**src/rtl/rtd_pkg.sv**
```systemverilog
// rtd_pkg: shared widths, fixed-point constants and payload types for the
// rtd resistance-to-temperature pipeline
// no dependencies
`default_nettype none

package rtd_pkg;

  // field and register widths
  localparam int READING_BITS  = 15;
  localparam int OUT_FRAC_BITS = 8;
  localparam int REF_W         = 14;
  localparam int NOM_W         = 10;
  localparam int TEMP_W        = 19;
  localparam int CFG_IDX_W     = 1;
  localparam int CFG_DATA_W    = 14;

  typedef enum logic [CFG_IDX_W-1:0] {
    CFG_REF_RES = 1'b0,
    CFG_NOM_RES = 1'b1
  } cfg_reg_e;

  localparam logic [REF_W-1:0] REF_RESET = REF_W'(4000);
  localparam logic [NOM_W-1:0] NOM_RESET = NOM_W'(1000);

  // divider: x = (reading*ref << (32-READING_BITS)) / nom, unsigned q32
  localparam int NUM_W      = READING_BITS + REF_W;
  localparam int SAT_SH     = READING_BITS + 3;
  localparam int Q_W        = 35;
  localparam int XC_W       = Q_W + 1;
  localparam int DIV_STEPS  = 5;
  localparam int DIV_STAGES = Q_W / DIV_STEPS;
  localparam logic [XC_W-1:0] X_ONE = XC_W'(1) << 32;
  localparam logic [XC_W-1:0] X_MAX = XC_W'(1) << 35;

  // quadratic inverse
  localparam int P_W  = 32;
  localparam int K_W  = 29;
  localparam int D_W  = 35;
  localparam int D_LO = 18;
  localparam int U_W  = 25;
  localparam int RAD_W = 64;
  localparam logic [P_W-1:0] P_Q20 =
    P_W'((64'd781660 * 64'd1048576 + 64'd115) / 64'd231);
  localparam logic [K_W-1:0] K_Q8 =
    K_W'((64'd400000000 * 64'd256 + 64'd115) / 64'd231);
  localparam logic [RAD_W-1:0] P2 = RAD_W'(64'(P_Q20) * 64'(P_Q20));

  // square root: two result bits per stage
  localparam int ROOT_W     = 32;
  localparam int SQ_STEPS   = 2;
  localparam int SQ_STAGES  = ROOT_W / SQ_STEPS;
  localparam int SQ_REM_W   = ROOT_W + 4;
  localparam int T20_W      = P_W + 1;

  // sub-zero polynomial, q30 coefficients
  // horner partial sums reach about 242 in q30, so the multiplier takes the full sum
  localparam int POLY_TERMS = 6;
  localparam int POLY_STEPS = POLY_TERMS - 1;
  localparam int PC_W       = 40;
  localparam int ACC_W      = 40;
  localparam int ACC_MUL_W  = ACC_W;
  localparam int PROD_W     = ACC_MUL_W + U_W + 1;
  localparam int POLY_SH    = 24;

  localparam longint C0_MAG = ((longint'(24202) <<< 30) + 50) / 100;
  localparam longint C1_MAG = ((longint'(22228) <<< 30) + 50) / 100;
  localparam longint C2_MAG = ((longint'(25859) <<< 30) + 500) / 1000;
  localparam longint C3_MAG = ((longint'(4826) <<< 30) + 500) / 1000;
  localparam longint C4_MAG = ((longint'(28183) <<< 30) + 5000) / 10000;
  localparam longint C5_MAG = ((longint'(15243) <<< 30) + 5000) / 10000;

  localparam logic signed [PC_W-1:0] POLY_C [POLY_TERMS] = '{
    PC_W'(-C0_MAG), PC_W'(C1_MAG), PC_W'(C2_MAG),
    PC_W'(-C3_MAG), PC_W'(-C4_MAG), PC_W'(C5_MAG)
  };

  // output rounding and saturation
  localparam int T20_SH  = 20 - OUT_FRAC_BITS;
  localparam int POLY_RS = 30 - OUT_FRAC_BITS;
  localparam int TV_W    = ACC_W + 1;
  localparam logic signed [TV_W-1:0] T_LO = -(TV_W'(1) <<< (TEMP_W - 1));
  localparam logic signed [TV_W-1:0] T_HI = (TV_W'(1) <<< (TEMP_W - 1)) - TV_W'(1);

  typedef struct packed {
    logic [RAD_W-1:0] rad;
    logic [U_W-1:0]   u;
  } rad_item_t;

  typedef struct packed {
    logic [ROOT_W-1:0] root;
    logic [U_W-1:0]    u;
  } root_item_t;

  typedef struct packed {
    logic signed [ACC_W-1:0] acc;
    logic signed [T20_W-1:0] t20;
  } poly_item_t;

endpackage

`default_nettype wire

```
**src/rtl/rtd_sqrt.sv**
```systemverilog
// rtd_sqrt: pipelined digit-by-digit floor square root of the 64-bit radicand
// depends on rtd_pkg
`default_nettype none

module rtd_sqrt import rtd_pkg::*; (
  input  wire logic       clk_i,
  input  wire logic       rst_ni,
  input  wire logic       en_i,
  input  wire logic       valid_i,
  input  wire rad_item_t  item_i,
  output logic            valid_o,
  output root_item_t      item_o
);

  logic                v_in    [SQ_STAGES];
  logic [RAD_W-1:0]    src_in  [SQ_STAGES];
  logic [SQ_REM_W-1:0] rem_in  [SQ_STAGES];
  logic [ROOT_W-1:0]   root_in [SQ_STAGES];
  logic [U_W-1:0]      u_in    [SQ_STAGES];
  logic [RAD_W-1:0]    src_d   [SQ_STAGES];
  logic [SQ_REM_W-1:0] rem_d   [SQ_STAGES];
  logic [ROOT_W-1:0]   root_d  [SQ_STAGES];
  logic                v_q     [SQ_STAGES];
  logic [RAD_W-1:0]    src_q   [SQ_STAGES];
  logic [SQ_REM_W-1:0] rem_q   [SQ_STAGES];
  logic [ROOT_W-1:0]   root_q  [SQ_STAGES];
  logic [U_W-1:0]      u_q     [SQ_STAGES];

  always_comb begin
    v_in[0]    = valid_i;
    src_in[0]  = item_i.rad;
    rem_in[0]  = '0;
    root_in[0] = '0;
    u_in[0]    = item_i.u;
    for (int s = 1; s < SQ_STAGES; s++) begin
      v_in[s]    = v_q[s-1];
      src_in[s]  = src_q[s-1];
      rem_in[s]  = rem_q[s-1];
      root_in[s] = root_q[s-1];
      u_in[s]    = u_q[s-1];
    end
  end

  always_comb begin
    logic [SQ_REM_W-1:0] trial;
    for (int s = 0; s < SQ_STAGES; s++) begin
      src_d[s]  = src_in[s];
      rem_d[s]  = rem_in[s];
      root_d[s] = root_in[s];
      for (int k = 0; k < SQ_STEPS; k++) begin
        rem_d[s] = {rem_d[s][SQ_REM_W-3:0], src_d[s][RAD_W-1 -: 2]};
        src_d[s] = {src_d[s][RAD_W-3:0], 2'b00};
        trial    = SQ_REM_W'({root_d[s], 2'b01});
        if (rem_d[s] >= trial) begin
          rem_d[s]  = rem_d[s] - trial;
          root_d[s] = {root_d[s][ROOT_W-2:0], 1'b1};
        end else begin
          root_d[s] = {root_d[s][ROOT_W-2:0], 1'b0};
        end
      end
    end
  end

  always_ff @(posedge clk_i or negedge rst_ni) begin
    if (!rst_ni) begin
      for (int s = 0; s < SQ_STAGES; s++) begin
        v_q[s] <= 1'b0;
      end
    end else if (en_i) begin
      for (int s = 0; s < SQ_STAGES; s++) begin
        v_q[s] <= v_in[s];
      end
    end
  end

  always_ff @(posedge clk_i) begin
    if (en_i) begin
      for (int s = 0; s < SQ_STAGES; s++) begin
        src_q[s]  <= src_d[s];
        rem_q[s]  <= rem_d[s];
        root_q[s] <= root_d[s];
        u_q[s]    <= u_in[s];
      end
    end
  end

  assign valid_o     = v_q[SQ_STAGES-1];
  assign item_o.root = root_q[SQ_STAGES-1];
  assign item_o.u    = u_q[SQ_STAGES-1];

endmodule

`default_nettype wire

```
**config.mk**
```make
export PLATFORM = sky130hd
export DESIGN_NAME = rtd_sqrt
export DESIGN_NICKNAME = d
export VERILOG_FILES = /design/src/rtl/rtd_pkg.sv /design/src/rtl/rtd_sqrt.sv
export SDC_FILE = /design/constraint.sdc
export NUM_CORES = 2
export LEC_CHECK = 0
export ABC_AREA = 1
export BUFFER_PORTS_ARGS = -buffer_cell sky130_fd_sc_hd__buf_2
export CORE_MARGIN = 1.5
export CORE_UTILIZATION = 50
export DETAILED_ROUTE_END_ITERATION = 16
export GPL_TIMING_DRIVEN = 0
export PLACE_DENSITY_LB_ADDON = 0.05
export SYNTH_ARGS = -nofsm -noshare
export SYNTH_HDL_FRONTEND = slang
export SYNTH_SLANG_ARGS = --single-unit
```
**constraint.sdc**
```tcl
create_clock -name clk_i -period 10.3 [get_ports clk_i]
set_input_delay 1.03 -clock clk_i [delete_from_list [all_inputs] [get_ports clk_i]]
set_output_delay 1.03 -clock clk_i [all_outputs]
set_load 0.005 [all_outputs]
```
==> flow_summary.yaml <==
status:
  status: "finished, final reports clean"
clock_network:
  cts-resized-gates: 0
  cts_tree: "built"
  clkSinkCount: 1655
  clk_latency_ns: 0.88
  clk_pin_slew_ns: 0.06
  root_buffer: "clkbuf_16"
  cts_buffers: 175
  cts-hold-fix-buffers: 1
  postCtsSetupRepairBufs: 0
  cts_buffer_depth: 3
  htree_levels: 4
power_and_ir_drop:
  combPwrFrac: 0.439
  p_int_mw: 16.3
  powerDensity_mw_per_mm2: 243
  netSwitchingPower_mw: 11.8
  peakVddDrop_mv: 0.198
  swShare: 0.420
  power_leakage_nw: 50.4
  clockPowerShare: 0.227
  pwr-share-seq: 0.334
die:
  core_area_mm2: 0.209
  dieArea_mm2: 0.213
  ios: 151
  fp.dieH_um: 462
  rows: 168
  die_w_um: 462
  start_util: 0.503
flow_run:
  max_cap_viol_count: 0
sta:
  final_hold_viol_count: 0
  slew-limit-headroom: 0.334
  setup_viol: 0
  tightest_slew_ns: 0.999
  drv_slew: 0
  finalClockSkew_ns: 0.0657
  min_period_over_period: 0.658
  finalCriticalPeriod_ns: 6.78
  setup_tns_ns: 0
  rsz0062_at_grt: "no"
  whs_ns: 0.318
  fmax_mhz: 148
placed_design:
  gp_congestion: 0.999
  port_buffers: 150
  dp_hpwl_um: 247000
worst_hold_path:
  min_path_type: "input port to register"
  holdPathStages: 1
final_layout:
  layout_commonest_cell: "nand2_1"
  layout.nets: 13900
  layout_common_cells: "nand2_1 (3,583), inv_1 (1,743), edfxtp_1 (1,639), nor2_1 (1,393), nand3_1 (858)"
  area_growth_pct: 9.96
  drive_above_1_share: 0.0545
logic_synthesis:
  ys_warn_count: 0
  ys.flop_type: "edfxtp_1"
  ys_seq_area_frac: 0.472
  synth.cell_area_mm2: 0.105
  synth.avg_cell_area_um2: 8.18
  synth_edf_count: 1639
  ys_ff_latch: 1655
  synth_cell_type_count: 75
  syn_inst: 12900
  synthArstFlopShare: 0.00967
critical_path:
  crit_path_frequent_cell: "nand2_1"
  crit_family: "simple AND/OR/NAND/NOR gates"
  arrival_ns: 7.41
  critPathKind: "register to register"
  critPathBufInv: 8
  crit_cells: 28
  ff2ff_path_depth: 28
  crit_required_ns: 10.94
  cp_slowest_cell: "edfxtp_1"
  crit_fanout: 10
  critPathMaxStageDelay_ns: 0.55
  start_kind: "register"
  worst_setup_path_end_kind: "register"
grt:
  grt_max_degree: 191
  grt_pass1_vias: 82600
  grt_overflow: 0
  grt_usage: 0.282
  antenna_found_initial: 5
  grt_pass1_wl_um: 468000
drt:
  drc_errors: 0
  routed_wl_um: 306000
  wire_per_inst_um: 18.9
  vias_per_cell: 5.46
  antenna_left: 0
  dr.pass1.iters: 8
  num_vias: 88200
  drt_iter0_markers: 8258
## synth_stat cells, types with 51 or more instances
cell / instances / area share
or2_2: 58 / 0.0034
nand2_1: 3583 / 0.13
xnor2_1: 221 / 0.018
nand3_1: 858 / 0.041
nand3b_1: 67 / 0.0048
a21oi_1: 711 / 0.034
o21a_1: 51 / 0.0036
nor3_1: 176 / 0.0084
inv_1: 1743 / 0.062
edfxtp_1: 1639 / 0.47
nor2_1: 1393 / 0.050
xor2_1: 291 / 0.024
ha_1: 558 / 0.066
a31oi_1: 63 / 0.0037
nand4_1: 208 / 0.012
o21ai_0: 672 / 0.032
## state kept, by name, indices dropped and copies added, names as in the netlist
register and cells:
rem_q 487, src_q 480, u_q 400, root_q 272, v_in 15, valid_o 1
## logic make-up (layout without fill, tap and decap cells)
group | count (synthesis) | after routing | share of synthesized area
compound gates | 1712 | 1712 | 0.0887
xor+xnor | 512 | 512 | 0.0426
mux | 3 | 3 | 0.000297
fa+ha+maj | 558 | 558 | 0.0663
buf+inv | 1908 | 2390 | 0.0710
simple gates | 6515 | 6515 | 0.259
other cells | 1 | 8 | 0.0000356
flops | 1655 | 1655 | 0.472
## power by group through the flow
stage / clock network (mW) / registers [mW] / logic, mW
4_1_cts: 6.56 / 9.41 / 12.1
5_1_grt: 6.82 / 9.48 / 13.8
3_3_place_gp: 0 / 9.86 / 12.0
3_5_place_dp: 0 / 9.54 / 12.1
2_1_floorplan: 0 / 9.13 / 8.78
6_report: 6.39 / 9.41 / 12.3
## path summary, 6_finish.rpt
path	start	endpoint	slack, ns
worst max register to register	root_q[1][117]	rem_q[1][171]	3.52
worst min register to register	src_q[0][71]	src_q[0][135]	0.37
worst max-delay path	root_q[1][117]	rem_q[1][171]	3.52
worst min-delay path	item_i[15]	u_q[0][15]	0.32
min in group asynchronous	rst_ni	v_in[14]	0.60
max in group asynchronous	rst_ni	valid_o	9.44
## routing by layer
layer	up-vias	part of all wire	track usage
met5	-	0	0
met4	0	0.030	0.0880
met3	463	0.062	0.0364
met2	2830	0.46	0.461
met1	41300	0.45	0.389
li1	43600	-	-
## per-stage QoR
step                power [mW]  worst slack (ns)  std cells  instance area [µm²]   util
detailed placement        21.6              3.75      15800               110000  0.524
floorplan                 17.9              5.94      12900               105000      -
CTS                       28.1              3.68      16200               116000  0.553
global route              30.1              3.11      16200               116000  0.553
global placement          21.8            -17.13      15800               110000  0.523
finish                    28.1              3.52      16200               116000  0.553
## final cells by class
class                      count  area [µm²]
multi-input combinational   9303       48200
clock inverter               114        1350
sequential                  1655       49600
clock buffer                 208        4570
fill                       19500       93600
inverter                    1767        6630
buffer                       141         838
tap                         2805        3510
timing repair buffer         160        1020
antenna                        5        12.5
Note: power is estimated with default switching activity, not from simulation.
