===== src/rtl/rtd_pkg.sv =====
// rtd_pkg: shared widths, fixed-point constants and payload types for the
// rtd resistance-to-temperature pipeline
// no dependencies
`default_nettype none

package rtd_pkg;

  // field and register widths
  localparam int READING_BITS  = 15;
  localparam int OUT_FRAC_BITS = 8;
  localparam int REF_W         = 14;
  localparam int NOM_W         = 10;
  localparam int TEMP_W        = 19;
  localparam int CFG_IDX_W     = 1;
  localparam int CFG_DATA_W    = 14;

  typedef enum logic [CFG_IDX_W-1:0] {
    CFG_REF_RES = 1'b0,
    CFG_NOM_RES = 1'b1
  } cfg_reg_e;

  localparam logic [REF_W-1:0] REF_RESET = REF_W'(4000);
  localparam logic [NOM_W-1:0] NOM_RESET = NOM_W'(1000);

  // divider: x = (reading*ref << (32-READING_BITS)) / nom, unsigned q32
  localparam int NUM_W      = READING_BITS + REF_W;
  localparam int SAT_SH     = READING_BITS + 3;
  localparam int Q_W        = 35;
  localparam int XC_W       = Q_W + 1;
  localparam int DIV_STEPS  = 5;
  localparam int DIV_STAGES = Q_W / DIV_STEPS;
  localparam logic [XC_W-1:0] X_ONE = XC_W'(1) << 32;
  localparam logic [XC_W-1:0] X_MAX = XC_W'(1) << 35;

  // quadratic inverse
  localparam int P_W  = 32;
  localparam int K_W  = 29;
  localparam int D_W  = 35;
  localparam int D_LO = 18;
  localparam int U_W  = 25;
  localparam int RAD_W = 64;
  localparam logic [P_W-1:0] P_Q20 =
    P_W'((64'd781660 * 64'd1048576 + 64'd115) / 64'd231);
  localparam logic [K_W-1:0] K_Q8 =
    K_W'((64'd400000000 * 64'd256 + 64'd115) / 64'd231);
  localparam logic [RAD_W-1:0] P2 = RAD_W'(64'(P_Q20) * 64'(P_Q20));

  // square root: two result bits per stage
  localparam int ROOT_W     = 32;
  localparam int SQ_STEPS   = 2;
  localparam int SQ_STAGES  = ROOT_W / SQ_STEPS;
  localparam int SQ_REM_W   = ROOT_W + 4;
  localparam int T20_W      = P_W + 1;

  // sub-zero polynomial, q30 coefficients
  // horner partial sums reach about 242 in q30, so the multiplier takes the full sum
  localparam int POLY_TERMS = 6;
  localparam int POLY_STEPS = POLY_TERMS - 1;
  localparam int PC_W       = 40;
  localparam int ACC_W      = 40;
  localparam int ACC_MUL_W  = ACC_W;
  localparam int PROD_W     = ACC_MUL_W + U_W + 1;
  localparam int POLY_SH    = 24;

  localparam longint C0_MAG = ((longint'(24202) <<< 30) + 50) / 100;
  localparam longint C1_MAG = ((longint'(22228) <<< 30) + 50) / 100;
  localparam longint C2_MAG = ((longint'(25859) <<< 30) + 500) / 1000;
  localparam longint C3_MAG = ((longint'(4826) <<< 30) + 500) / 1000;
  localparam longint C4_MAG = ((longint'(28183) <<< 30) + 5000) / 10000;
  localparam longint C5_MAG = ((longint'(15243) <<< 30) + 5000) / 10000;

  localparam logic signed [PC_W-1:0] POLY_C [POLY_TERMS] = '{
    PC_W'(-C0_MAG), PC_W'(C1_MAG), PC_W'(C2_MAG),
    PC_W'(-C3_MAG), PC_W'(-C4_MAG), PC_W'(C5_MAG)
  };

  // output rounding and saturation
  localparam int T20_SH  = 20 - OUT_FRAC_BITS;
  localparam int POLY_RS = 30 - OUT_FRAC_BITS;
  localparam int TV_W    = ACC_W + 1;
  localparam logic signed [TV_W-1:0] T_LO = -(TV_W'(1) <<< (TEMP_W - 1));
  localparam logic signed [TV_W-1:0] T_HI = (TV_W'(1) <<< (TEMP_W - 1)) - TV_W'(1);

  typedef struct packed {
    logic [RAD_W-1:0] rad;
    logic [U_W-1:0]   u;
  } rad_item_t;

  typedef struct packed {
    logic [ROOT_W-1:0] root;
    logic [U_W-1:0]    u;
  } root_item_t;

  typedef struct packed {
    logic signed [ACC_W-1:0] acc;
    logic signed [T20_W-1:0] t20;
  } poly_item_t;

endpackage

`default_nettype wire


===== src/rtl/rtd_div.sv =====
// rtd_div: pipelined restoring divider producing the clamped q32 ratio x
// depends on rtd_pkg
`default_nettype none

module rtd_div import rtd_pkg::*; (
  input  wire logic                    clk_i,
  input  wire logic                    rst_ni,
  input  wire logic                    en_i,
  input  wire logic                    valid_i,
  input  wire logic [READING_BITS-1:0] reading_i,
  input  wire logic [REF_W-1:0]        ref_i,
  input  wire logic [NOM_W-1:0]        nom_i,
  output logic                         valid_o,
  output logic [XC_W-1:0]              xc_o
);

  logic [NOM_W-1:0] nom_eff;
  logic [NUM_W-1:0] num;

  logic             pv_q;
  logic             psat_q;
  logic [NOM_W-1:0] prem_q;
  logic [Q_W-1:0]   psh_q;

  logic             v_in   [DIV_STAGES];
  logic             sat_in [DIV_STAGES];
  logic [NOM_W-1:0] rem_in [DIV_STAGES];
  logic [Q_W-1:0]   sh_in  [DIV_STAGES];
  logic [NOM_W-1:0] rem_d  [DIV_STAGES];
  logic [Q_W-1:0]   sh_d   [DIV_STAGES];
  logic             v_q    [DIV_STAGES];
  logic             sat_q  [DIV_STAGES];
  logic [NOM_W-1:0] rem_q  [DIV_STAGES];
  logic [Q_W-1:0]   sh_q   [DIV_STAGES];

  assign nom_eff = (nom_i == '0) ? NOM_W'(1) : nom_i;
  assign num     = NUM_W'(reading_i) * NUM_W'(ref_i);

  // prep stage: product, overflow check, first partial remainder
  always_ff @(posedge clk_i or negedge rst_ni) begin
    if (!rst_ni) begin
      pv_q <= 1'b0;
    end else if (en_i) begin
      pv_q <= valid_i;
    end
  end

  always_ff @(posedge clk_i) begin
    if (en_i) begin
      psat_q <= num >= (NUM_W'(nom_eff) << SAT_SH);
      prem_q <= num[SAT_SH +: NOM_W];
      psh_q  <= {num[SAT_SH-1:0], {(Q_W - SAT_SH){1'b0}}};
    end
  end

  always_comb begin
    v_in[0]   = pv_q;
    sat_in[0] = psat_q;
    rem_in[0] = prem_q;
    sh_in[0]  = psh_q;
    for (int s = 1; s < DIV_STAGES; s++) begin
      v_in[s]   = v_q[s-1];
      sat_in[s] = sat_q[s-1];
      rem_in[s] = rem_q[s-1];
      sh_in[s]  = sh_q[s-1];
    end
  end

  always_comb begin
    logic [NOM_W:0] r;
    logic           qb;
    for (int s = 0; s < DIV_STAGES; s++) begin
      rem_d[s] = rem_in[s];
      sh_d[s]  = sh_in[s];
      for (int k = 0; k < DIV_STEPS; k++) begin
        r  = {rem_d[s], sh_d[s][Q_W-1]};
        qb = r >= {1'b0, nom_eff};
        if (qb) begin
          r = r - {1'b0, nom_eff};
        end
        rem_d[s] = r[NOM_W-1:0];
        sh_d[s]  = {sh_d[s][Q_W-2:0], qb};
      end
    end
  end

  always_ff @(posedge clk_i or negedge rst_ni) begin
    if (!rst_ni) begin
      for (int s = 0; s < DIV_STAGES; s++) begin
        v_q[s] <= 1'b0;
      end
    end else if (en_i) begin
      for (int s = 0; s < DIV_STAGES; s++) begin
        v_q[s] <= v_in[s];
      end
    end
  end

  always_ff @(posedge clk_i) begin
    if (en_i) begin
      for (int s = 0; s < DIV_STAGES; s++) begin
        sat_q[s] <= sat_in[s];
        rem_q[s] <= rem_d[s];
        sh_q[s]  <= sh_d[s];
      end
    end
  end

  assign valid_o = v_q[DIV_STAGES-1];
  assign xc_o    = sat_q[DIV_STAGES-1] ? X_MAX : {1'b0, sh_q[DIV_STAGES-1]};

endmodule

`default_nettype wire


===== config.mk =====
export PLATFORM = sky130hd
export DESIGN_NAME = rtd_div
export DESIGN_NICKNAME = d
export VERILOG_FILES = /design/src/rtl/rtd_pkg.sv /design/src/rtl/rtd_div.sv
export SDC_FILE = /design/constraint.sdc
export NUM_CORES = 2
export LEC_CHECK = 0
export BUFFER_PORTS_ARGS = -buffer_cell sky130_fd_sc_hd__buf_2
export CAP_MARGIN = 10
export CORE_MARGIN = 2
export CORE_UTILIZATION = 43
export DETAILED_ROUTE_END_ITERATION = 10
export PLACE_DENSITY = 0.56
export SYNTH_ARGS = -nofsm -noshare
export SYNTH_HDL_FRONTEND = slang
export SYNTH_SLANG_ARGS = --single-unit

===== constraint.sdc =====
create_clock -name clk_i -period 14.7 [get_ports clk_i]
set_clock_uncertainty 0.05 [all_clocks]
set_input_delay 1.47 -clock clk_i [delete_from_list [all_inputs] [get_ports clk_i]]
set_output_delay 1.47 -clock clk_i [all_outputs]
set_load 0.1 [all_outputs]

==> flow_summary.toml <==
[placement]
portBuffers = 79
gp_congestion = 0.880
post-place-cells = 4742
dp_hpwl_um = 70300

[global_route]
grt_max_degree = 75
grt_pass1_wl_um = 146000
grt_pass1_vias = 26700
grt_antenna_before_repair = 0
grt.overflow.total = 0
track_usage = 0.223

[worst_setup_path]
startpoint = "nom_i[5]"
worstPathMaxFanout = 11
slowest_stage = "or4_1"
max_stage_delay_ns = 0.66
r2r_end = "rem_q[3][8]$_DFFE_PP_"
crit_path_frequent_cell = "buf_4"
critPathLaunchType = "input pin"
setup.worst_path.class = "in2reg"
r2r_cells = 52
regToRegStartpoint = "rem_q[2][0]$_DFFE_PP_"
end_kind = "flip-flop"
reg2reg_slack_ns = 2.60
arrival_ns = 14.12
cp.required_ns = 14.95

[timing]
post-route-period-util = 0.943
fin_hold_ws_ns = 0.358
setup_tns_ns = 0
slew_headroom = 0.377
hold_violations = 0
worstMarginPinSlew_ns = 0.934
setup_viol = 0
max_freq_ghz = 0.0721
rsz0062_at_grt = "false"
slew_violations = 0
layout_min_cycle_time_ns = 13.87

[clocking]
cts_hold_buf = 0
h-tree-depth = 2
clkTransAtPathRegs_ns = 0.06
worstSkewPairLatency_ns = 0.56
cts_sinks = 268
numCtsBuffers = 35
clock_path_buffers = 3
cts_root_buf = "clkbuf_16"
tritoncts = "done"

[worst_hold_path]
min_from = "sh_q[5][22]$_DFFE_PP_"
worstHoldPathCells = 0
hold_end = "sh_q[6][27]$_DFFE_PP_"
hp-class = "reg2reg"

[yosys]
synthTopCellsByArea = "edfxtp_1 (23%), ha_1 (16%), fa_1 (10%), mux2_2 (6.1%), xnor2_1 (4.0%)"
synth-edff-count = 260
synth_area_leader_cell = "edfxtp_1"
synth_most_common_cell = "ha_1"
synth_cell_types = 91
ys_ff_latch = 268
synth_warnings = 0
yosys.area.top_type_share = 0.230
syn-instance-count = 3607
syn_nets = 4265
seq_area_frac_synth = 0.236
synth_ff_type = "edfxtp_1"
syn_area_mm2 = 0.0339
yosys-top-cells-count = "ha_1 (440), inv_1 (321), nand2_1 (262), edfxtp_1 (260), nor2_1 (228)"
async_reset_ff_frac = 0.0299
avgSynthCellArea_um2 = 9.39

[finish]
stdcell_count = 4807
diodes = 0
final_layout_size_suffix_gt1_frac = 0.131
fillers = 7344
fin_nets = 4400
synthToLayoutAreaGrowth_pct = 9.96

[route]
vias = 26900
postRouteAntennaNets = 0
drt-pass1-iter-count = 8
drc_errors = 0
wl_per_cell_um = 18.8
vias_per_cell = 5.59
routed_wl_um = 90200
drtIter0Drc = 1467

[floorplanning]
fp.dieArea_mm2 = 0.0811
ios = 80
fp.coreArea_mm2 = 0.0777
die_w_um = 285
initial_utilization = 0.436
row_count = 102
fp.dieH_um = 285

[job]
maxCapViolations = 0

[status]
status = "complete, no violations"
==> logic make-up (layout without fill, tap and decap cells) <==
group / count (synthesis) / in the layout / share of synthesized area
buffers and inverters: 412 / 572 / 0.0467
AND/OR/NAND/NOR: 1003 / 1003 / 0.148
multiplexers: 241 / 241 / 0.0788
flip-flops: 268 / 268 / 0.236
adder cells (fa/ha/maj): 615 / 615 / 0.266
XOR/XNOR: 228 / 228 / 0.0589
AO/OA/AOI/OAI: 840 / 840 / 0.165
==> how the worst max path moves through the flow <==
stage	to	slack [ns]	cells past startpoint
final	rem_q[5][9]$_DFFE_PP_	0.83	53
after detailed placement	rem_q[2][5]$_DFFE_PP_	-0.03	56
after CTS	rem_q[2][5]$_DFFE_PP_	0.52	56
after floorplan	rem_q[1][2]$_DFFE_PP_	0.02	63
after global placement	rem_q[5][9]$_DFFE_PP_	0.15	53
after global routing	rem_q[2][5]$_DFFE_PP_	0.01	61
==> what timing repair did <==
item | 4_1_cts | 5_1_grt
endpoints found under the setup margin | 0 | 50
gates resized for setup | 0 | 22
setup buffers | 0 | 3
==> placed cells by master (no fill, tap or decap), types with 27 or more instances in the layout <==
cell and count:
nor2_1 227, nand2_1 261, clkbuf_16 35, and2_1 100, o21a_1 67, mux2i_1 55
a211oi_1 29, nand4_1 51, xor2_1 73, mux2_2 183, inv_1 313, nor3_1 68
buf_2 78, fa_1 175, ha_1 440, or3_1 27, a21o_1 103, xnor2_1 155
nand2b_1 39, edfxtp_1 260, a21oi_1 201, buf_4 96, nand3_1 49, o21ai_0 176
nor2b_1 95
==> per-stage QoR <==
step | util | cell area, µm² | setup WS, ns
2_1_floorplan | - | 33900 | 0.0200
3_3_place_gp | 0.463 | 36000 | 0.155
3_5_place_dp | 0.463 | 36000 | -0.0334
4_1_cts | 0.478 | 37200 | 0.521
5_1_grt | 0.479 | 37300 | 0.0101
6_report | 0.479 | 37300 | 0.833
==> worst max-delay path: cells and delay by family <==
family | cells | cell delay [ns]
AND/OR/NAND/NOR | 9 | 2.36
AO/OA/AOI/OAI | 24 | 5.12
adder cells (fa/ha/maj) | 5 | 1.75
buffers and inverters | 8 | 1.32
XOR/XNOR | 1 | 0.08
multiplexers | 6 | 1.99
==> cell type report <==
class                           count  area (µm²)  area share
Clock buffer                       42         922      0.0248
Clock inverter                     20         246     0.00662
Inverter                          335        1260      0.0339
Multi-Input combinational cell   2927       24400       0.655
Sequential cell                   268        8010       0.215
Tap cell                         1040        1300      0.0349
Timing Repair Buffer              175        1130      0.0302
==> metal layers <==
| metal | part of all wire | GRT usage | wire length [µm] |
|---|---|---|---|
| met1 | 0.46 | 0.299 | 41800 |
| met2 | 0.48 | 0.389 | 43400 |
| met3 | 0.036 | 0.0233 | 3240 |
| met4 | 0.019 | 0.0484 | 1730 |
| met5 | 0 | 0 | 0 |
==> registers in the layout, indices dropped and copies added (netlist names) <==
signal	cells
rem_q	60
sat_q	7
valid_o	1
prem_q	10
v_in	6
psat_q	1
pv_q	1
sh_q	164
psh_q	18
Power is left out: the tool's default activity adds up to more than one toggle a clock period on the data nets, which glitch-free logic cannot reach.
