[src/rtl/rtd_pkg.sv]
// rtd_pkg: shared widths, fixed-point constants and payload types for the
// rtd resistance-to-temperature pipeline
// no dependencies
`default_nettype none

package rtd_pkg;

  // field and register widths
  localparam int READING_BITS  = 15;
  localparam int OUT_FRAC_BITS = 8;
  localparam int REF_W         = 14;
  localparam int NOM_W         = 10;
  localparam int TEMP_W        = 19;
  localparam int CFG_IDX_W     = 1;
  localparam int CFG_DATA_W    = 14;

  typedef enum logic [CFG_IDX_W-1:0] {
    CFG_REF_RES = 1'b0,
    CFG_NOM_RES = 1'b1
  } cfg_reg_e;

  localparam logic [REF_W-1:0] REF_RESET = REF_W'(4000);
  localparam logic [NOM_W-1:0] NOM_RESET = NOM_W'(1000);

  // divider: x = (reading*ref << (32-READING_BITS)) / nom, unsigned q32
  localparam int NUM_W      = READING_BITS + REF_W;
  localparam int SAT_SH     = READING_BITS + 3;
  localparam int Q_W        = 35;
  localparam int XC_W       = Q_W + 1;
  localparam int DIV_STEPS  = 5;
  localparam int DIV_STAGES = Q_W / DIV_STEPS;
  localparam logic [XC_W-1:0] X_ONE = XC_W'(1) << 32;
  localparam logic [XC_W-1:0] X_MAX = XC_W'(1) << 35;

  // quadratic inverse
  localparam int P_W  = 32;
  localparam int K_W  = 29;
  localparam int D_W  = 35;
  localparam int D_LO = 18;
  localparam int U_W  = 25;
  localparam int RAD_W = 64;
  localparam logic [P_W-1:0] P_Q20 =
    P_W'((64'd781660 * 64'd1048576 + 64'd115) / 64'd231);
  localparam logic [K_W-1:0] K_Q8 =
    K_W'((64'd400000000 * 64'd256 + 64'd115) / 64'd231);
  localparam logic [RAD_W-1:0] P2 = RAD_W'(64'(P_Q20) * 64'(P_Q20));

  // square root: two result bits per stage
  localparam int ROOT_W     = 32;
  localparam int SQ_STEPS   = 2;
  localparam int SQ_STAGES  = ROOT_W / SQ_STEPS;
  localparam int SQ_REM_W   = ROOT_W + 4;
  localparam int T20_W      = P_W + 1;

  // sub-zero polynomial, q30 coefficients
  // horner partial sums reach about 242 in q30, so the multiplier takes the full sum
  localparam int POLY_TERMS = 6;
  localparam int POLY_STEPS = POLY_TERMS - 1;
  localparam int PC_W       = 40;
  localparam int ACC_W      = 40;
  localparam int ACC_MUL_W  = ACC_W;
  localparam int PROD_W     = ACC_MUL_W + U_W + 1;
  localparam int POLY_SH    = 24;

  localparam longint C0_MAG = ((longint'(24202) <<< 30) + 50) / 100;
  localparam longint C1_MAG = ((longint'(22228) <<< 30) + 50) / 100;
  localparam longint C2_MAG = ((longint'(25859) <<< 30) + 500) / 1000;
  localparam longint C3_MAG = ((longint'(4826) <<< 30) + 500) / 1000;
  localparam longint C4_MAG = ((longint'(28183) <<< 30) + 5000) / 10000;
  localparam longint C5_MAG = ((longint'(15243) <<< 30) + 5000) / 10000;

  localparam logic signed [PC_W-1:0] POLY_C [POLY_TERMS] = '{
    PC_W'(-C0_MAG), PC_W'(C1_MAG), PC_W'(C2_MAG),
    PC_W'(-C3_MAG), PC_W'(-C4_MAG), PC_W'(C5_MAG)
  };

  // output rounding and saturation
  localparam int T20_SH  = 20 - OUT_FRAC_BITS;
  localparam int POLY_RS = 30 - OUT_FRAC_BITS;
  localparam int TV_W    = ACC_W + 1;
  localparam logic signed [TV_W-1:0] T_LO = -(TV_W'(1) <<< (TEMP_W - 1));
  localparam logic signed [TV_W-1:0] T_HI = (TV_W'(1) <<< (TEMP_W - 1)) - TV_W'(1);

  typedef struct packed {
    logic [RAD_W-1:0] rad;
    logic [U_W-1:0]   u;
  } rad_item_t;

  typedef struct packed {
    logic [ROOT_W-1:0] root;
    logic [U_W-1:0]    u;
  } root_item_t;

  typedef struct packed {
    logic signed [ACC_W-1:0] acc;
    logic signed [T20_W-1:0] t20;
  } poly_item_t;

endpackage

`default_nettype wire

[src/rtl/rtd_rad.sv]
// rtd_rad: radicand of the quadratic inverse, p^2 + k*(1 - x), saturated at zero
// depends on rtd_pkg
`default_nettype none

module rtd_rad import rtd_pkg::*; (
  input  wire logic            clk_i,
  input  wire logic            rst_ni,
  input  wire logic            en_i,
  input  wire logic            valid_i,
  input  wire logic [XC_W-1:0] xc_i,
  output logic                 valid_o,
  output rad_item_t            item_o
);

  logic                  gt_d;
  logic [XC_W-1:0]       dw_d;
  logic [XC_W-1:0]       uw_d;

  logic                  v1_q, v2_q, v3_q, v4_q;
  logic                  gt1_q, gt2_q, gt3_q;
  logic [D_W-1:0]        d1_q;
  logic [U_W-1:0]        u1_q, u2_q, u3_q;
  logic [K_W+D_LO-1:0]   pplo_q;
  logic [K_W+D_W-D_LO-1:0] pphi_q;
  logic [RAD_W-1:0]      sub_q;
  rad_item_t             out_q;
  logic [RAD_W-1:0]      rad_d;

  assign gt_d = xc_i > X_ONE;
  assign dw_d = gt_d ? (xc_i - X_ONE) : (X_ONE - xc_i);
  assign uw_d = (gt_d ? X_ONE : xc_i) >> 8;

  always_comb begin
    if (gt3_q) begin
      rad_d = (sub_q >= P2) ? '0 : (P2 - sub_q);
    end else begin
      rad_d = P2 + sub_q;
    end
  end

  always_ff @(posedge clk_i or negedge rst_ni) begin
    if (!rst_ni) begin
      v1_q <= 1'b0;
      v2_q <= 1'b0;
      v3_q <= 1'b0;
      v4_q <= 1'b0;
    end else if (en_i) begin
      v1_q <= valid_i;
      v2_q <= v1_q;
      v3_q <= v2_q;
      v4_q <= v3_q;
    end
  end

  always_ff @(posedge clk_i) begin
    if (en_i) begin
      gt1_q     <= gt_d;
      d1_q      <= dw_d[D_W-1:0];
      u1_q      <= uw_d[U_W-1:0];
      gt2_q     <= gt1_q;
      u2_q      <= u1_q;
      pplo_q    <= K_Q8 * d1_q[D_LO-1:0];
      pphi_q    <= K_Q8 * d1_q[D_W-1:D_LO];
      gt3_q     <= gt2_q;
      u3_q      <= u2_q;
      sub_q     <= RAD_W'(pplo_q) + (RAD_W'(pphi_q) << D_LO);
      out_q.rad <= rad_d;
      out_q.u   <= u3_q;
    end
  end

  assign valid_o = v4_q;
  assign item_o  = out_q;

endmodule

`default_nettype wire

[config.mk]
export PLATFORM = sky130hd
export DESIGN_NAME = rtd_rad
export DESIGN_NICKNAME = d
export VERILOG_FILES = /design/src/rtl/rtd_pkg.sv /design/src/rtl/rtd_rad.sv
export SDC_FILE = /design/constraint.sdc
export NUM_CORES = 2
export LEC_CHECK = 0
export ABC_AREA = 1
export BUFFER_PORTS_ARGS = -buffer_cell sky130_fd_sc_hd__buf_4
export CORE_UTILIZATION = 25
export DETAILED_ROUTE_END_ITERATION = 10
export GPL_TIMING_DRIVEN = 0
export PLACE_DENSITY = 0.46
export SETUP_SLACK_MARGIN = 0.15
export SYNTH_ARGS = -nofsm -noshare
export SYNTH_HDL_FRONTEND = slang
export SYNTH_SLANG_ARGS = --single-unit
[constraint.sdc]
create_clock -name clk_i -period 5.8 [get_ports clk_i]
set_input_delay 0.58 -clock clk_i [delete_from_list [all_inputs] [get_ports clk_i]]
set_output_delay 0.58 -clock clk_i [all_outputs]
set_load 0.03 [all_outputs]
==> metrics.log <==
[metrics] terminus of the critical flop-to-flop path: pphi_q[29]
[metrics] final-report setup violation count: 0
[metrics] critical path arrival: 5.94 ns
[metrics] hold_sp: xc_i[0]
[metrics] vias in the first global route: 34830
[metrics] WHS: 0.1386 ns
[metrics] required time of the critical path: 6.24 ns
[metrics] Mapped Area: 0.04009 sq mm
[metrics] final global-route overflow total: 0
[metrics] depth of the worst hold-timing path: 1
[metrics] count of buffers inserted at the top-level ports: 129
[metrics] Clock Tree Root: clkbuf_16
[metrics] Post-Synthesis Mean Instance Area: 7.925 sq um
[metrics] Clock Tree Buf Depth: 3
[metrics] die outline width: 402.5 microns
[metrics] DIE HEIGHT: 402.5 microns
[metrics] GPL Wtd Cong: 0.9564
[metrics] number of optimization iterations in the first detailed-route pass: 6
[metrics] clock period minus final worst setup slack: 5.497 ns
[metrics] number of pins with negative max-slew slack in the final report: 0
[metrics] number of endpoints with negative hold slack in the final report: 0
[metrics] Synth cell types: 52
[metrics] FF-to-FF path depth: 18
[metrics] Worst-Skew Late Latency: 0.67 ns
[metrics] dominant delay contributor by cell family on the critical path: adder cells
[metrics] Total Die Area: 0.1620 sq mm
[metrics] biggest cell delay along the critical path: 0.55 ns
[metrics] worst-path cell chain: buf_4, fa_1, fa_1, inv_1, fa_1, fa_1, inv_1, fa_1, ha_1, ha_2, nand2_1, o21ai_1, a21oi_2, nor2_2, buf_4, nor2_1, nand2_1, xor2_1
[metrics] total number of yosys warnings: 0
[metrics] number of instances in the synthesized netlist: 5059
[metrics] initial antenna violation count: 1
[metrics] count of boundary I/O pins: 130
[metrics] area growth from synthesis to layout: 17.38%
[metrics] slack of the worst reg-to-reg path: 0.30 ns
[metrics] top library cells by usage in the layout, fill and taps aside: nand2_1 (1144), inv_1 (942), nor2_1 (492)
[metrics] sum of buffers and inverters on the critical path: 4
[metrics] number of nets in the final layout: 6103
[metrics] wire length of the first global-routing pass: 215.1 mm
[metrics] Setup crit start kind: register
[metrics] wire per inst: 19.35 microns
[metrics] Maximum Capacitance Violations: 0
[metrics] proportion of synthesized chip area in sequential cells: 27.14%
[metrics] ratio of cells with drive above 1 in the final layout: 12.08%
[metrics] effective utilization at floorplan: 25.26%
[metrics] wire length reported by the detailed router: 144.1 mm
[metrics] via total after detailed routing: 34130
[metrics] nature of the critical path endpoint: register
[metrics] Async S/R FF share, synth: 1.102%
[metrics] overall fraction of global-route tracks in use: 17.62%
[metrics] estimated wirelength of the detail-placed design: 123.5 mm
[metrics] area of the core: 0.1587 sq mm
[metrics] relative slew slack: 30.02%
[metrics] setup repair after global routing missed its margin: yes
[metrics] critical path class: reg2reg
[metrics] Sink Count: 363
[metrics] largest fanout on the critical path: 4
[metrics] Slowest-stage cell, CP: fa_1
[metrics] number of placement rows: 146
[metrics] maximum achievable frequency: 181.9 MHz
[metrics] 1st-iter DRT viols: 2260
[metrics] setup tns final: 0 ns
[metrics] maximum level of the CTS H-tree: 2
[metrics] via-per-instance ratio: 4.584
[metrics] antenna fix cells: 0
[metrics] number of synthesized register bits: 363
[metrics] maximum number of pins on one net before global-route repair: 128
[metrics] most prevalent standard cell on the critical path: fa_1
[metrics] Num CTS Buffers: 46
[metrics] Worst Tran Pin Value: 1.050 ns
[metrics] most common library cell in the layout ignoring fill and taps: nand2_1
[metrics] reg2reg start: d1_q[30]
[metrics] Setup Skew: 0.06568 ns
[metrics] Post-synth EDFFs: 359
[metrics] Worst Hold Class: in2reg
[metrics] final worst path period share: 94.77%
[metrics] DRC violations left: 0
[metrics] end point of the most critical hold path: d1_q[0]
[metrics] status: finished clean
[metrics] Synth Flop Type: edfxtp_1
[metrics] CTS tree: done
[metrics] clock transition at the registers of the reported paths: 0.06 ns
[metrics] synthesized netlist net count: 5817
[metrics] number of antenna-violating nets in the routed design: 0
## cell type report
cell class / count / area [sq um]
fill: 17200 / 111700
multi-input combinational: 3649 / 26140
sequential: 363 / 10880
inverter: 989 / 3726
tap: 2072 / 2592
timing repair buffer: 238 / 1893
clock buffer: 54 / 1181
buffer: 58 / 359.1
clock inverter: 23 / 290.3
## flip-flops by register name (all words and copies together), names as in the netlist
name     flops
valid_o      1
u1_q        25
d1_q        35
u3_q        25
sub_q       64
v2_q         1
gt2_q        1
u2_q        25
gt1_q        1
pphi_q      46
pplo_q      47
gt3_q        1
v1_q         1
v3_q         1
item_o      89
## metrics by stage
stage / instances / setup WS, ns / utilization (%) / instance area (sq um)
4_1_cts: 7391 / 0.1216 / 28.90 / 45880
6_report: 7446 / 0.3033 / 29.65 / 47060
3_5_place_dp: 7263 / -0.4284 / 27.56 / 43750
3_3_place_gp: 7260 / -0.4249 / 27.50 / 43660
5_1_grt: 7446 / 0.1103 / 29.65 / 47060
2_1_floorplan: 5059 / 0.6256 / - / 40090
## synth_stat cells, types with 18 or more instances
library cell / count / area [sq um]
inv_2: 25 / 93.84
xnor2_1: 33 / 289.0
o21ai_0: 210 / 1051
nand3_1: 308 / 1541
o21ai_2: 20 / 175.2
a21oi_1: 240 / 1201
o21bai_1: 25 / 187.7
inv_1: 954 / 3581
nand2_2: 18 / 112.6
fa_1: 329 / 6586
nand2_1: 1169 / 4388
edfxtp_1: 359 / 10780
nand4_1: 62 / 387.9
xor2_1: 134 / 1174
nor3_1: 59 / 295.3
buf_2: 33 / 165.2
ha_1: 389 / 4867
nor2_1: 533 / 2001
## worst register-to-register path, cell delays in order (launching register included)
cell and delay, ns:
edfxtp_1 0.48, buf_4 0.19, fa_1 0.47, fa_1 0.49
inv_1 0.06, fa_1 0.49, fa_1 0.55, inv_1 0.06
fa_1 0.55, ha_1 0.35, ha_2 0.39, nand2_1 0.15
o21ai_1 0.29, a21oi_2 0.13, nor2_2 0.17, buf_4 0.13
nor2_1 0.03, nand2_1 0.09, xor2_1 0.24
## per-layer routing
layer	global-route usage (%)	part of all wire (%)	vias up	routed length, microns
met5	0	0.0090	-	13
met4	5.009	3.0	2	4291
met3	2.066	5.0	185	7170
li1	-	-	16740	-
met1	23.35	45	16290	65080
met2	30.05	47	921	67540
## worst max-delay path by stage
stage | cells past startpoint | end | slack, ns | startpoint
after floorplan | 21 | pphi_q[45] | 0.63 | d1_q[33]
after global placement | 21 | pphi_q[45] | -0.42 | d1_q[33]
after detailed placement | 21 | pphi_q[45] | -0.43 | d1_q[33]
after CTS | 21 | pplo_q[40] | 0.12 | d1_q[16]
after global routing | 20 | pphi_q[37] | 0.11 | d1_q[33]
final | 18 | pphi_q[29] | 0.30 | d1_q[30]
## what timing repair did
action / in CTS / in global routing
gates cloned: 0 / 0
pin swaps: 11 / 54
hold buffers: 1 / 0
buffers inserted: 50 / 55
resized for setup: 63 / 216
endpoints found under the setup margin: 51 / 51
endpoints found under the hold margin: 4 / 0
## cell families after synthesis
group,after synthesis,synth area share (%)
and+or+nand+nor,2201,22.75
adders and majority gates,718,28.57
AOI/OAI and AO/OA,563,7.739
buffers and inverters,1047,10.16
DFF,363,27.14
xor gates and xnor gates,167,3.648
Power is left out: the tool's default activity adds up to more than one toggle a clock period on the data nets, which glitch-free logic cannot reach.
